===== src/hw/rtl/dbm_pkg.sv =====
// ----------------------------------------------------------------------------
// dbm_pkg: shared constants and types for the dead band motor command block
// Register indexes, reset values, drive limits and the pipeline side tag.
// ----------------------------------------------------------------------------
`default_nettype none

package dbm_pkg;

  // Default sensor sample width
  localparam int SAMPLE_BITS_DEF = 10;

  // Configuration register widths
  localparam int MID_W  = 10;
  localparam int EP_W   = 12;
  localparam int BAND_W = 8;
  localparam int CFG_IDX_W  = 2;
  localparam int CFG_DATA_W = 12;

  // Configuration register indexes
  localparam logic [CFG_IDX_W-1:0] REG_MID_LEVEL     = 2'd0;
  localparam logic [CFG_IDX_W-1:0] REG_LOW_ENDPOINT  = 2'd1;
  localparam logic [CFG_IDX_W-1:0] REG_HIGH_ENDPOINT = 2'd2;
  localparam logic [CFG_IDX_W-1:0] REG_DEAD_BAND     = 2'd3;

  // Reset values
  localparam logic [MID_W-1:0]         MID_RST  = 10'd645;
  localparam logic signed [EP_W-1:0]   LOW_RST  = 12'sd88;
  localparam logic signed [EP_W-1:0]   HIGH_RST = 12'sd1024;
  localparam logic [BAND_W-1:0]        BAND_RST = 8'd5;

  // Drive limits and output widths
  localparam int MAG_W   = 6;
  localparam int DRIVE_W = 7;
  localparam int DIR_W   = 2;
  localparam int BYTE_W  = 8;
  localparam logic [MAG_W-1:0] DRIVE_LIMIT = 6'd60;
  localparam logic [MAG_W-1:0] MIN_VOLTAGE = 6'd6;

  // Direction codes
  localparam logic [DIR_W-1:0] DIR_COAST   = 2'd0;
  localparam logic [DIR_W-1:0] DIR_FORWARD = 2'd1;
  localparam logic [DIR_W-1:0] DIR_REVERSE = 2'd2;

  // Quotient bits kept by the divider (anything >= 2**QUO_BITS saturates)
  localparam int QUO_BITS = 6;
  // Divisor magnitude width: |endpoint +/- band| stays below 4096
  localparam int DEN_W = 12;

  // Side information that travels with each item through the divider
  typedef struct packed {
    logic valid;  // item present in this stage
    logic neg;    // result is negative
    logic zero;   // drive forced to zero (dead band or zero divisor)
    logic sat;    // quotient at or beyond 2**QUO_BITS
  } dbm_tag_t;

endpackage

`default_nettype wire


===== src/hw/rtl/dbm_div.sv =====
// ----------------------------------------------------------------------------
// dbm_div: pipelined restoring divider, one quotient bit per stage
// Divides an unsigned numerator by an unsigned divisor whose quotient is
// known to fit QUO_BITS bits; the tag rides along with each item.
// ----------------------------------------------------------------------------
`default_nettype none

module dbm_div #(
  parameter int NUM_W = 18
) (
  input  logic                            clk,
  input  logic                            rst_n,
  input  dbm_pkg::dbm_tag_t               tag_i,
  input  logic [NUM_W-1:0]                num_i,
  input  logic [dbm_pkg::DEN_W-1:0]       den_i,
  output dbm_pkg::dbm_tag_t               tag_o,
  output logic [dbm_pkg::QUO_BITS-1:0]    quo_o
);
  import dbm_pkg::*;

  localparam int CW = NUM_W + DEN_W;

  dbm_tag_t            tag_r [QUO_BITS];
  logic [NUM_W-1:0]    rem_r [QUO_BITS];
  logic [DEN_W-1:0]    den_r [QUO_BITS];
  logic [QUO_BITS-1:0] quo_r [QUO_BITS];

  dbm_tag_t            src_tag [QUO_BITS];
  logic [NUM_W-1:0]    src_rem [QUO_BITS];
  logic [DEN_W-1:0]    src_den [QUO_BITS];
  logic [QUO_BITS-1:0] src_quo [QUO_BITS];

  for (genvar k = 0; k < QUO_BITS; k++) begin : g_stage
    logic [CW-1:0]       dsh;
    logic                take;
    logic [NUM_W-1:0]    rem_nxt;
    logic [QUO_BITS-1:0] quo_nxt;

    // stage input: module input for the first stage, previous stage otherwise
    if (k == 0) begin : g_first
      assign src_tag[k] = tag_i;
      assign src_rem[k] = num_i;
      assign src_den[k] = den_i;
      assign src_quo[k] = '0;
    end else begin : g_next
      assign src_tag[k] = tag_r[k-1];
      assign src_rem[k] = rem_r[k-1];
      assign src_den[k] = den_r[k-1];
      assign src_quo[k] = quo_r[k-1];
    end

    // trial subtract of the shifted divisor
    always_comb begin
      dsh     = CW'(src_den[k]) << (QUO_BITS - 1 - k);
      take    = (CW'(src_rem[k]) >= dsh);
      rem_nxt = take ? NUM_W'(CW'(src_rem[k]) - dsh) : src_rem[k];
      quo_nxt = {src_quo[k][QUO_BITS-2:0], take};
    end

    always_ff @(posedge clk) begin
      if (!rst_n) begin
        tag_r[k] <= '0;
      end else begin
        tag_r[k] <= src_tag[k];
      end
      rem_r[k] <= rem_nxt;
      den_r[k] <= src_den[k];
      quo_r[k] <= quo_nxt;
    end
  end

  assign tag_o = tag_r[QUO_BITS-1];
  assign quo_o = quo_r[QUO_BITS-1];

endmodule

`default_nettype wire


===== src/hw/rtl/deadband_map_motor_command.sv =====
// ----------------------------------------------------------------------------
// deadband_map_motor_command: sensor sample to motor-driver control byte
// Pipeline of 4 front stages, 6 divider stages and 1 output stage between start
// and out_valid; throughput one item per cycle, busy is always low.
// Synchronous active-low reset clears the valid bits and loads the config
// registers with their default values.
// ----------------------------------------------------------------------------
`default_nettype none

module deadband_map_motor_command #(
  parameter int SAMPLE_BITS = dbm_pkg::SAMPLE_BITS_DEF
) (
  input  logic                                 clk,
  input  logic                                 rst_n,
  // item input
  input  logic                                 start,
  output logic                                 busy,
  input  logic [SAMPLE_BITS-1:0]               in_sensor_sample,
  // result output
  output logic                                 out_valid,
  output logic signed [dbm_pkg::DRIVE_W-1:0]   out_drive_value,
  output logic [dbm_pkg::DIR_W-1:0]            out_direction_code,
  output logic [dbm_pkg::MAG_W-1:0]            out_voltage_code,
  output logic [dbm_pkg::BYTE_W-1:0]           out_control_byte,
  // configuration write
  input  logic                                 cfg_valid,
  output logic                                 cfg_ready,
  input  logic [dbm_pkg::CFG_IDX_W-1:0]        cfg_index,
  input  logic [dbm_pkg::CFG_DATA_W-1:0]       cfg_data
);
  import dbm_pkg::*;

  localparam int EW  = ((SAMPLE_BITS > MID_W) ? SAMPLE_BITS : MID_W) + 1; // x width
  localparam int TW  = EW + 1;       // x +/- band, signed
  localparam int MW  = EW;           // |x +/- band|
  localparam int NW  = MW + MAG_W;   // |t| * 60
  localparam int CW  = NW + DEN_W;   // compare width
  localparam int DSW = DEN_W + 1;    // signed divisor
  localparam int LAT = QUO_BITS + 5;

  // --------------------------------------------------------------------------
  // Configuration registers
  // --------------------------------------------------------------------------
  logic [MID_W-1:0]       mid_level_r;
  logic signed [EP_W-1:0] low_endpoint_r;
  logic signed [EP_W-1:0] high_endpoint_r;
  logic [BAND_W-1:0]      dead_band_r;

  assign cfg_ready = 1'b1;
  assign busy      = 1'b0;

  always_ff @(posedge clk) begin
    if (!rst_n) begin
      mid_level_r     <= MID_RST;
      low_endpoint_r  <= LOW_RST;
      high_endpoint_r <= HIGH_RST;
      dead_band_r     <= BAND_RST;
    end else if (cfg_valid && cfg_ready) begin
      case (cfg_index)
        REG_MID_LEVEL:     mid_level_r     <= cfg_data[MID_W-1:0];
        REG_LOW_ENDPOINT:  low_endpoint_r  <= $signed(cfg_data[EP_W-1:0]);
        REG_HIGH_ENDPOINT: high_endpoint_r <= $signed(cfg_data[EP_W-1:0]);
        REG_DEAD_BAND:     dead_band_r     <= cfg_data[BAND_W-1:0];
        default: ;
      endcase
    end
  end

  // --------------------------------------------------------------------------
  // Stage 1: center the sample, divide by 4 toward zero
  // --------------------------------------------------------------------------
  logic                 s1_valid_r;
  logic signed [EW-1:0] s1_x_r;
  logic signed [EW-1:0] diff;
  logic signed [EW-1:0] diff_b;
  logic signed [EW-1:0] s1_x_nxt;

  always_comb begin
    diff     = $signed(EW'(in_sensor_sample) - EW'(mid_level_r));
    diff_b   = diff[EW-1] ? (diff + EW'(3)) : diff;
    s1_x_nxt = diff_b >>> 2;
  end

  always_ff @(posedge clk) begin
    if (!rst_n) begin
      s1_valid_r <= 1'b0;
    end else begin
      s1_valid_r <= start && !busy;
    end
    s1_x_r <= s1_x_nxt;
  end

  // --------------------------------------------------------------------------
  // Stage 2: band test, pick segment, form |t| and the signed divisor
  // --------------------------------------------------------------------------
  logic                  s2_valid_r;
  logic                  s2_active_r;
  logic [MW-1:0]         s2_tmag_r;
  logic [DEN_W-1:0]      s2_den_mag_r;
  logic                  s2_den_neg_r;
  logic                  s2_den_zero_r;

  logic signed [TW-1:0]  xe;
  logic signed [TW-1:0]  band_e;
  logic signed [TW-1:0]  tsum;
  logic signed [TW-1:0]  tdif;
  logic                  below;
  logic                  above;
  logic signed [DSW-1:0] band_d;
  logic signed [DSW-1:0] den_s;
  logic signed [DSW-1:0] den_abs;
  logic [MW-1:0]         s2_tmag_nxt;

  always_comb begin
    xe          = $signed({s1_x_r[EW-1], s1_x_r});
    band_e      = $signed(TW'(dead_band_r));
    tsum        = xe + band_e;
    tdif        = xe - band_e;
    below       = (xe < -band_e);
    above       = (xe > band_e);
    s2_tmag_nxt = below ? MW'(-tsum) : MW'(tdif);
    band_d      = $signed(DSW'(dead_band_r));
    den_s       = below ? ($signed({low_endpoint_r[EP_W-1], low_endpoint_r}) + band_d)
                        : ($signed({high_endpoint_r[EP_W-1], high_endpoint_r}) - band_d);
    den_abs     = den_s[DSW-1] ? -den_s : den_s;
  end

  always_ff @(posedge clk) begin
    if (!rst_n) begin
      s2_valid_r <= 1'b0;
    end else begin
      s2_valid_r <= s1_valid_r;
    end
    s2_active_r   <= below || above;
    s2_tmag_r     <= s2_tmag_nxt;
    s2_den_mag_r  <= den_abs[DEN_W-1:0];
    s2_den_neg_r  <= den_s[DSW-1];
    s2_den_zero_r <= (den_s == '0);
  end

  // --------------------------------------------------------------------------
  // Stage 3: numerator magnitude |t| * 60 (numerator itself is never positive)
  // --------------------------------------------------------------------------
  dbm_tag_t         s3_tag_r;
  dbm_tag_t         s3_tag_nxt;
  logic [NW-1:0]    s3_num_r;
  logic [DEN_W-1:0] s3_den_r;

  always_comb begin
    s3_tag_nxt.valid = s2_valid_r;
    s3_tag_nxt.neg   = !s2_den_neg_r;
    s3_tag_nxt.zero  = !s2_active_r || s2_den_zero_r;
    s3_tag_nxt.sat   = 1'b0;
  end

  always_ff @(posedge clk) begin
    if (!rst_n) begin
      s3_tag_r <= '0;
    end else begin
      s3_tag_r <= s3_tag_nxt;
    end
    s3_num_r <= NW'(s2_tmag_r) * NW'(DRIVE_LIMIT);
    s3_den_r <= s2_den_mag_r;
  end

  // --------------------------------------------------------------------------
  // Stage 4: saturation check, quotient would not fit QUO_BITS bits
  // --------------------------------------------------------------------------
  dbm_tag_t         s4_tag_r;
  dbm_tag_t         s4_tag_nxt;
  logic [NW-1:0]    s4_num_r;
  logic [DEN_W-1:0] s4_den_r;

  always_comb begin
    s4_tag_nxt     = s3_tag_r;
    s4_tag_nxt.sat = (CW'(s3_num_r) >= (CW'(s3_den_r) << QUO_BITS));
  end

  always_ff @(posedge clk) begin
    if (!rst_n) begin
      s4_tag_r <= '0;
    end else begin
      s4_tag_r <= s4_tag_nxt;
    end
    s4_num_r <= s4_tag_nxt.sat ? '0 : s3_num_r;
    s4_den_r <= s3_den_r;
  end

  // --------------------------------------------------------------------------
  // Divider: one quotient bit per stage
  // --------------------------------------------------------------------------
  dbm_tag_t            dv_tag;
  logic [QUO_BITS-1:0] dv_quo;

  dbm_div #(
    .NUM_W (NW)
  ) u_div (
    .clk   (clk),
    .rst_n (rst_n),
    .tag_i (s4_tag_r),
    .num_i (s4_num_r),
    .den_i (s4_den_r),
    .tag_o (dv_tag),
    .quo_o (dv_quo)
  );

  // --------------------------------------------------------------------------
  // Output stage: clamp, sign split, minimum voltage, pack control byte
  // --------------------------------------------------------------------------
  logic                      out_valid_r;
  logic signed [DRIVE_W-1:0] drive_r;
  logic [DIR_W-1:0]          dir_r;
  logic [MAG_W-1:0]          volt_r;

  logic [MAG_W-1:0]          mag;
  logic signed [DRIVE_W-1:0] drive_nxt;
  logic [DIR_W-1:0]          dir_nxt;
  logic [MAG_W-1:0]          volt_nxt;

  always_comb begin
    if (dv_tag.zero) begin
      mag = '0;
    end else if (dv_tag.sat || (MAG_W'(dv_quo) > DRIVE_LIMIT)) begin
      mag = DRIVE_LIMIT;
    end else begin
      mag = MAG_W'(dv_quo);
    end
    drive_nxt = dv_tag.neg ? -$signed({1'b0, mag}) : $signed({1'b0, mag});
    if (mag == '0) begin
      dir_nxt = DIR_COAST;
    end else if (dv_tag.neg) begin
      dir_nxt = DIR_REVERSE;
    end else begin
      dir_nxt = DIR_FORWARD;
    end
    volt_nxt = (mag < MIN_VOLTAGE) ? MIN_VOLTAGE : mag;
  end

  always_ff @(posedge clk) begin
    if (!rst_n) begin
      out_valid_r <= 1'b0;
    end else begin
      out_valid_r <= dv_tag.valid;
    end
    drive_r <= drive_nxt;
    dir_r   <= dir_nxt;
    volt_r  <= volt_nxt;
  end

  assign out_valid          = out_valid_r;
  assign out_drive_value    = drive_r;
  assign out_direction_code = dir_r;
  assign out_voltage_code   = volt_r;
  assign out_control_byte   = {volt_r, dir_r};

  // --------------------------------------------------------------------------
  // Assertions
  // --------------------------------------------------------------------------
`ifndef ASSERT_OFF
  // every accepted item yields a result a fixed latency later
  a_latency: assert property (@(posedge clk) disable iff (!rst_n)
    (start && !busy) |-> ##LAT out_valid)
    else $error("item result missing at fixed latency");

  // voltage code stays within its floor and the drive limit
  a_volt_range: assert property (@(posedge clk) disable iff (!rst_n)
    out_valid |-> (out_voltage_code >= MIN_VOLTAGE) && (out_voltage_code <= DRIVE_LIMIT))
    else $error("voltage code out of range");

  // coast only with zero drive, and direction agrees with drive sign
  a_dir_sign: assert property (@(posedge clk) disable iff (!rst_n)
    out_valid |-> ((out_direction_code == DIR_COAST) == (out_drive_value == 0)) &&
                  ((out_direction_code == DIR_REVERSE) == (out_drive_value < 0)))
    else $error("direction code disagrees with drive value");
`endif

endmodule

`default_nettype wire


===== config.mk =====
export PLATFORM = sky130hd
export DESIGN_NAME = deadband_map_motor_command
export DESIGN_NICKNAME = d
export VERILOG_FILES = /design/src/hw/rtl/dbm_pkg.sv /design/src/hw/rtl/dbm_div.sv /design/src/hw/rtl/deadband_map_motor_command.sv
export SDC_FILE = /design/constraint.sdc
export NUM_CORES = 1
export LEC_CHECK = 0
export ABC_AREA = 1
export BUFFER_PORTS_ARGS = -buffer_cell sky130_fd_sc_hd__buf_2
export CAP_MARGIN = 20
export CELL_PAD_IN_SITES_DETAIL_PLACEMENT = 0
export CELL_PAD_IN_SITES_GLOBAL_PLACEMENT = 1
export CORE_MARGIN = 5
export CORE_UTILIZATION = 50
export CTS_BUF_LIST = sky130_fd_sc_hd__clkbuf_4 sky130_fd_sc_hd__clkbuf_8
export DETAILED_ROUTE_END_ITERATION = 8
export PLACE_DENSITY = 0.89
export SLEW_MARGIN = 20
export SYNTH_ARGS = -nofsm -noshare
export SYNTH_HDL_FRONTEND = slang
export SYNTH_HIERARCHICAL = 1
export SYNTH_SLANG_ARGS = --single-unit
export TNS_END_PERCENT = 5

===== constraint.sdc =====
create_clock -name clk -period 5.35 [get_ports clk]
set_clock_uncertainty 0.05 [all_clocks]
set_input_delay 1.605 -clock clk [delete_from_list [all_inputs] [get_ports clk]]
set_output_delay 1.605 -clock clk [all_outputs]
set_load 0.01 [all_outputs]

; Yosys cells after proc, flatten, opt, wreduce, memory -nomap -nowiden
; Memory sizes are Yosys's and may differ from the RTL's.
; Index checks and enable logic that the tools add are counted.
[word_totals]
regBits = 156
ramBits = 234
inputBits = 28
out_inout_bits = 26
elab_cells = 103
memories = 4
[memory_table]
columns = memory, words, word_bits, read_ports, rd_clocked_by_memory_dff, wr, line_no
row1 = u_div.rem_r, 6, 17, 5, 0, 6, dbm_div.sv:24  ; logic [NUM_W-1:0] rem_r [QUO_BITS];
row2 = u_div.den_r, 6, 12, 5, 0, 6, dbm_div.sv:25  ; logic [DEN_W-1:0] den_r [QUO_BITS];
row3 = u_div.quo_r, 6, 6, 6, 0, 6, dbm_div.sv:26  ; logic [QUO_BITS-1:0] quo_r [QUO_BITS];
row4 = u_div.tag_r, 6, 4, 6, 0, 6, dbm_div.sv:23  ; dbm_tag_t tag_r [QUO_BITS];
[classes]
add_sub_neg = 16
n_mul = 1
n_lt_le_gt_ge = 11
n_eq_ne = 3
mux = 22
bitwise = 6
reduce_logical = 12
[ops]
columns = op, count
row1 = $mux W17, 6
row2 = $mux W4, 6
row3 = $mux W11, 2
row4 = $ge A17 B18 Y1, 1
row5 = $mux W6, 3
row6 = $ge A17 B12 Y1, 1
row7 = $ge A17 B13 Y1, 1
row8 = $ge A17 B14 Y1, 1
row9 = $ge A17 B15 Y1, 1
row10 = $ge A17 B16 Y1, 1
row11 = $ge A17 B17 Y1, 1
row12 = $sub A17 B12 Y17, 1
row13 = $sub A17 B13 Y17, 1
row14 = $sub A17 B14 Y17, 1
row15 = $sub A17 B15 Y17, 1
row16 = $sub A17 B16 Y17, 1
row17 = $sub A17 B17 Y17, 1
row18 = $mul A11 B4 Y15 const B, 1
row19 = $add A12 B9 Y13, 1
row20 = $logic_not A13 Y1, 1
row21 = $mux W13, 1
row22 = $sub A12 B9 Y13, 1
row23 = $lt A9 B12 Y1, 1
row24 = $mux W12, 1
row25 = other kinds (21), 34

; Depth between registers and ports, before layout
; An unclocked memory read counts as a cell.
[logic_depth]
ltp_word = 7
ltp_mapped = 26
depth_no_buf = 26

; Hierarchy
; Netlist, hierarchy kept.
[modules_own_cells]
columns = mod, n_inst, cells_per_inst, area_per_inst_um2, seq_area_each_um2
row1 = dbm_div, 1, 1414, 9803.2, 3803.6
row2 = deadband_map_motor_command, 1, 1109, 8683.3, 3123.0

; Worst setup path after synthesis
; Ideal clock, no wire load.
[synth_path]
path_type = input-to-reg
from = in in_sensor_sample[0]
to = reg s1_x_r[7]
setup_ps = 112
arrival_ps = 3358
t_required_ps = 5188
setup_slack_ps = 1830
path_stages = 14
n_path_buf = 0
cell_sequence = inv_1 -> ha_1 -> inv_1 -> fa_1 -> nand3_1 -> nand3_1 -> nand2_1 -> o211ai_1 -> a31oi_1 -> nand3_1 -> nor2_1 -> nand3_1 -> nand2_1 -> nand2_1
[synth_between]
elab_chain_cells = 3
[synth_lines]
columns = item, line_no
row1 = "start, declared", deadband_map_motor_command.sv:18  ; input logic [SAMPLE_BITS-1:0] in_sensor_sample,
row2 = $sub A10 B10 Y11 (*), deadband_map_motor_command.sv:79  ; diff = $signed(EW'(in_sensor_sample) - EW'(mid_level_r));
row3 = $add A11 B3 Y11, deadband_map_motor_command.sv:80  ; diff_b = diff[EW-1] ? (diff + EW'(3)) : diff;
row4 = $mux W11 (*), deadband_map_motor_command.sv:80
row5 = net diff_b[9], deadband_map_motor_command.sv:75  ; logic signed [EW-1:0] diff_b;
row6 = "end signal, assigned", deadband_map_motor_command.sv:90  ; s1_x_r <= s1_x_nxt;
row7 = "end, declared", deadband_map_motor_command.sv:73  ; logic signed [EW-1:0] s1_x_r;
; The timed path passes the listed nets; every way through them passes the cells marked *.
; A chain may end at the register's enable or synchronous reset.

; Worst setup path in the final report
[layout_path]
from = reg dead_band_r[1]
to = reg s2_den_mag_r[10]
[layout_between]
elab_chain_cells = 5
elab_cells_between_ends = 7
cone_classes = 4 x add/sub / 1 x order compare / 2 x mux
[layout_lines]
columns = item, line_no
row1 = "start, declared", deadband_map_motor_command.sv:47  ; logic [BAND_W-1:0] dead_band_r;
row2 = "start signal, assigned", deadband_map_motor_command.sv:63  ; REG_DEAD_BAND: dead_band_r <= cfg_data[BAND_W-1:0];
row3 = $neg A8 Y12, deadband_map_motor_command.sv:119  ; below = (xe < -band_e);
row4 = $lt A9 B12 Y1, deadband_map_motor_command.sv:119
row5 = $mux W13 (*), deadband_map_motor_command.sv:123  ; den_s = below ? ($signed({low_endpoint_r[EP_W-1], low_endpoint_r}) + band_d)
row6 = $neg A12 Y12, deadband_map_motor_command.sv:125  ; den_abs = den_s[DSW-1] ? -den_s : den_s;
row7 = $mux W12 (*), deadband_map_motor_command.sv:125
row8 = net den_abs[10], deadband_map_motor_command.sv:111  ; logic signed [DSW-1:0] den_abs;
row9 = "end signal, assigned", deadband_map_motor_command.sv:136  ; s2_den_mag_r <= den_abs[DEN_W-1:0];
row10 = "end, declared", deadband_map_motor_command.sv:99  ; logic [DEN_W-1:0] s2_den_mag_r;
; Marked as above.

==> impl_metrics.yaml <==
synth:
  synth-seq-cells: 346
  synth.avg_cell_area_um2: 7.33
  yosys-top-cells-area: "dfxtp_1 (37%), nand2_1 (14%), ha_1 (11%)"
  yosysSeqAreaShare_pct: 37.5
  syn_inst: 2523
  async_reset_ff_share_pct: 0
  synth_top_area_cell: "dfxtp_1"
  yosysTopAreaCellShare_pct: 37.5
  synth_cell_types: 45
  synth_edf_count: 0
  synth_area_um2: 18500
  yosysWarnings: 6
  synth-main-ff-cell: "dfxtp_1"
layout:
  final_core_util_pct: 55.8
  stdcell_count: 3109
  fill_cells: 3489
  syn_to_final_growth_pct: 10.1
  fin_nets: 2821
  multi_input_area_um2: 9520
  num_antenna_cells: 0
  drive_above_1_share_pct: 8.25
  regArea_um2: 6930
global_routing:
  met1_usage_pct: 26.2
  grt_max_degree: 47
  antenna_found_initial: 0
  grtUsageMet3_pct: 3.13
  grtUsageTotal_pct: 20.5
  use_met2_pct: 35.9
  top_usage_layer: "met2"
  first_global_vias: 14700
  grt_pass1_wl_um: 70300
  grt-ovfl-total: 0
route:
  drc: 0
  antenna_left: 0
  drt_iter0_markers: 910
  vias: 15200
  drt-pass1-iter-count: 5
  wl_per_cell_um: 13.5
  via_per_inst: 4.90
  wl_um: 42000
clock_tree:
  postCtsSetupBuffers: 0
  h-tree-depth: 2
  cts.repair.resized: 0
  clock-sinks: 346
  hold_buffers: 0
  cts_tree: "built"
  cts_made_buffers: 54
  ctsLongestPathBuffers: 3
  root_buffer: "clkbuf_8"
  insertion_delay_ns: 0.62
  clk_pin_slew_worst_paths_ns: 0.06
die:
  core_um2: 36500
  die_w_um: 202
  die_h_um: 202
  die_area_um2: 40900
  num_io_pins: 54
  initial_utilization_pct: 50.6
  row_count: 70
worst_setup_path:
  rrSetupSlack_ns: 1.67
  cp.arrival_ns: 4.13
  r2r_end: "s2_den_mag_r[10]$_DFF_P_"
  r2r_cells: 20
  cp_num_buf_inv: 2
  critPathMaxFanout: 19
  worstPathCellList: "nor3_1 -> nand4_1 -> nor2_1 -> xor2_1 -> ha_1 -> a21oi_1 -> nand2_1 -> nand2_1 -> nand4_2 -> nand2_4 -> nand2_1 -> o21ai_2 -> inv_1 -> ha_1 -> nand3_1 -> nor2_1 -> nand3_1 -> nand3_1 -> nand2_1 -> inv_1"
  reg2reg_from: "dead_band_r[1]$_SDFFE_PN0P_"
  cp-end-kind: "register"
  crit_required_ns: 5.80
  crit_type: "reg -> reg"
  cpMostUsedCell: "nand2_1"
  cpPeakStageDelay_ns: 0.40
  critPathTopFamily: "simple AND/OR/NAND/NOR gates"
  cp-start-kind: "register"
  cpMaxStageDelayCell: "dfxtp_1"
worst_hold_path:
  hold_path.class: "reg -> reg"
  hold_start: "s2_den_mag_r[9]$_DFF_P_"
  hold_depth: 0
  min_to: "s3_den_r[9]$_DFF_P_"
timing:
  worst_slew_margin_rel_pct: 41.0
  worstMarginPinSlew_ns: 0.878
  min_period_ns: 3.68
  tns_ns: 0
  rsz0062_at_grt: "no"
  final_hold_viol_count: 0
  fmax_mhz: 272
  setup_viol: 0
  holdWs_ns: 0.268
  finalMaxSlewViolations: 0
  post-route-period-util_pct: 68.8
placed_design:
  io_buffers: 51
  place_hpwl_um: 33400
  dp.cells: 3011
  place.gp.congestion: 0.886
status:
  status: "complete, no violations"
job:
  drv_cap: 0
[sequential cells by signal (all words and copies together) (netlist names), 2 cells and up]
name / count
dead_band_r: 8
high_endpoint_r: 12
low_endpoint_r: 12
mid_level_r: 10
out_direction_code: 2
out_drive_value: 7
out_voltage_code: 6
s1_x_r: 9
s2_den_mag_r: 12
s2_tmag_r: 11
s3_den_r: 12
s3_num_r: 15
s3_tag_r: 3
s4_den_r: 12
s4_num_r: 15
s4_tag_r: 4
u_div/den_r: 60
u_div/quo_r: 21
u_div/rem_r: 85
u_div/tag_r: 24
[metrics by stage]
stage / instance area [µm²] / setup slack (ns)
CTS: 20400 / 1.72
floorplan: 18500 / 1.83
detailed placement: 19100 / 1.48
global placement: 19100 / 1.51
finish: 20400 / 1.67
global route: 20400 / 1.34
[cell type report]
| class | count | area share [%] |
|---|---|---|
| inverter | 477 | 8.81 |
| tap | 468 | 2.88 |
| multi-input combinational | 1667 | 46.8 |
| timing repair buffer | 53 | 1.33 |
| clock inverter | 16 | 1.13 |
| sequential | 346 | 34.0 |
| clock buffer | 82 | 5.08 |
[cell families (layout without fill, tap and decap cells)]
logic type | count (synthesis) | after routing | synth area share [%]
compound gates | 222 | 222 | 6.60
xor+xnor | 75 | 75 | 3.55
buf+inv | 514 | 628 | 11.1
flops | 346 | 346 | 37.5
simple gates | 1170 | 1170 | 26.9
fa+ha+maj | 194 | 194 | 14.3
other cells | 2 | 6 | 0.0406
[synth_stat cells, types with 2 or more instances]
| cell | number |
|---|---|
| buf_6 | 10 |
| nand3b_1 | 5 |
| nand2_4 | 3 |
| nand2_1 | 691 |
| dfxtp_1 | 346 |
| nor2_1 | 183 |
| conb_1 | 2 |
| nor2_4 | 5 |
| or2_1 | 2 |
| nor2_2 | 10 |
| a31oi_1 | 4 |
| nor3_1 | 22 |
| xnor2_1 | 18 |
| nand3_1 | 171 |
| a21boi_0 | 4 |
| a21o_1 | 3 |
| nand3_2 | 8 |
| inv_1 | 468 |
| fa_1 | 29 |
| nand4_1 | 37 |
| a21oi_2 | 8 |
| buf_4 | 12 |
| o21ai_2 | 2 |
| nand2_2 | 14 |
| clkbuf_1 | 14 |
| o31ai_1 | 3 |
| inv_2 | 8 |
| a21oi_1 | 98 |
| ha_1 | 165 |
| or2_2 | 6 |
| o211ai_1 | 4 |
| xor2_1 | 57 |
| o21bai_1 | 10 |
| o21ai_1 | 3 |
| o21ai_0 | 80 |
| and2_1 | 9 |
[routing by layer]
| metal | vias up | share of wire (%) |
|---|---|---|
| met3 | 81 | 4.4 |
| met2 | 305 | 49 |
| met4 | 0 | 2.5 |
| met1 | 6872 | 44 |
| met5 | - | 0 |
| li1 | 7966 | - |
[worst max-delay path by stage]
stage,start,to,slack (ns),cells after the start
after floorplan,in_sensor_sample[0],s1_x_r[7]$_DFF_P_,1.83,14
after global placement,in_sensor_sample[0],s1_x_r[7]$_DFF_P_,1.51,15
after detailed placement,in_sensor_sample[0],s1_x_r[6]$_DFF_P_,1.48,15
after CTS,dead_band_r[1]$_SDFFE_PN0P_,s2_den_mag_r[10]$_DFF_P_,1.72,24
after global routing,dead_band_r[1]$_SDFFE_PN0P_,s2_den_mag_r[10]$_DFF_P_,1.34,20
final,dead_band_r[1]$_SDFFE_PN0P_,s2_den_mag_r[10]$_DFF_P_,1.67,20
[placed cells by master, fill, tap and decap left out, types with 37 or more instances in the layout]
| cell type | instances |
|---|---|
| o21ai_0 | 80 |
| inv_1 | 468 |
| buf_2 | 51 |
| nand2_1 | 691 |
| dfxtp_1 | 346 |
| a21oi_1 | 98 |
| nand4_1 | 37 |
| clkbuf_8 | 67 |
| ha_1 | 165 |
| nand3_1 | 171 |
| xor2_1 | 57 |
| nor2_1 | 183 |
Power is not shown: default switching activity piles up to over one toggle a cycle in this logic, so the estimate is an artifact.
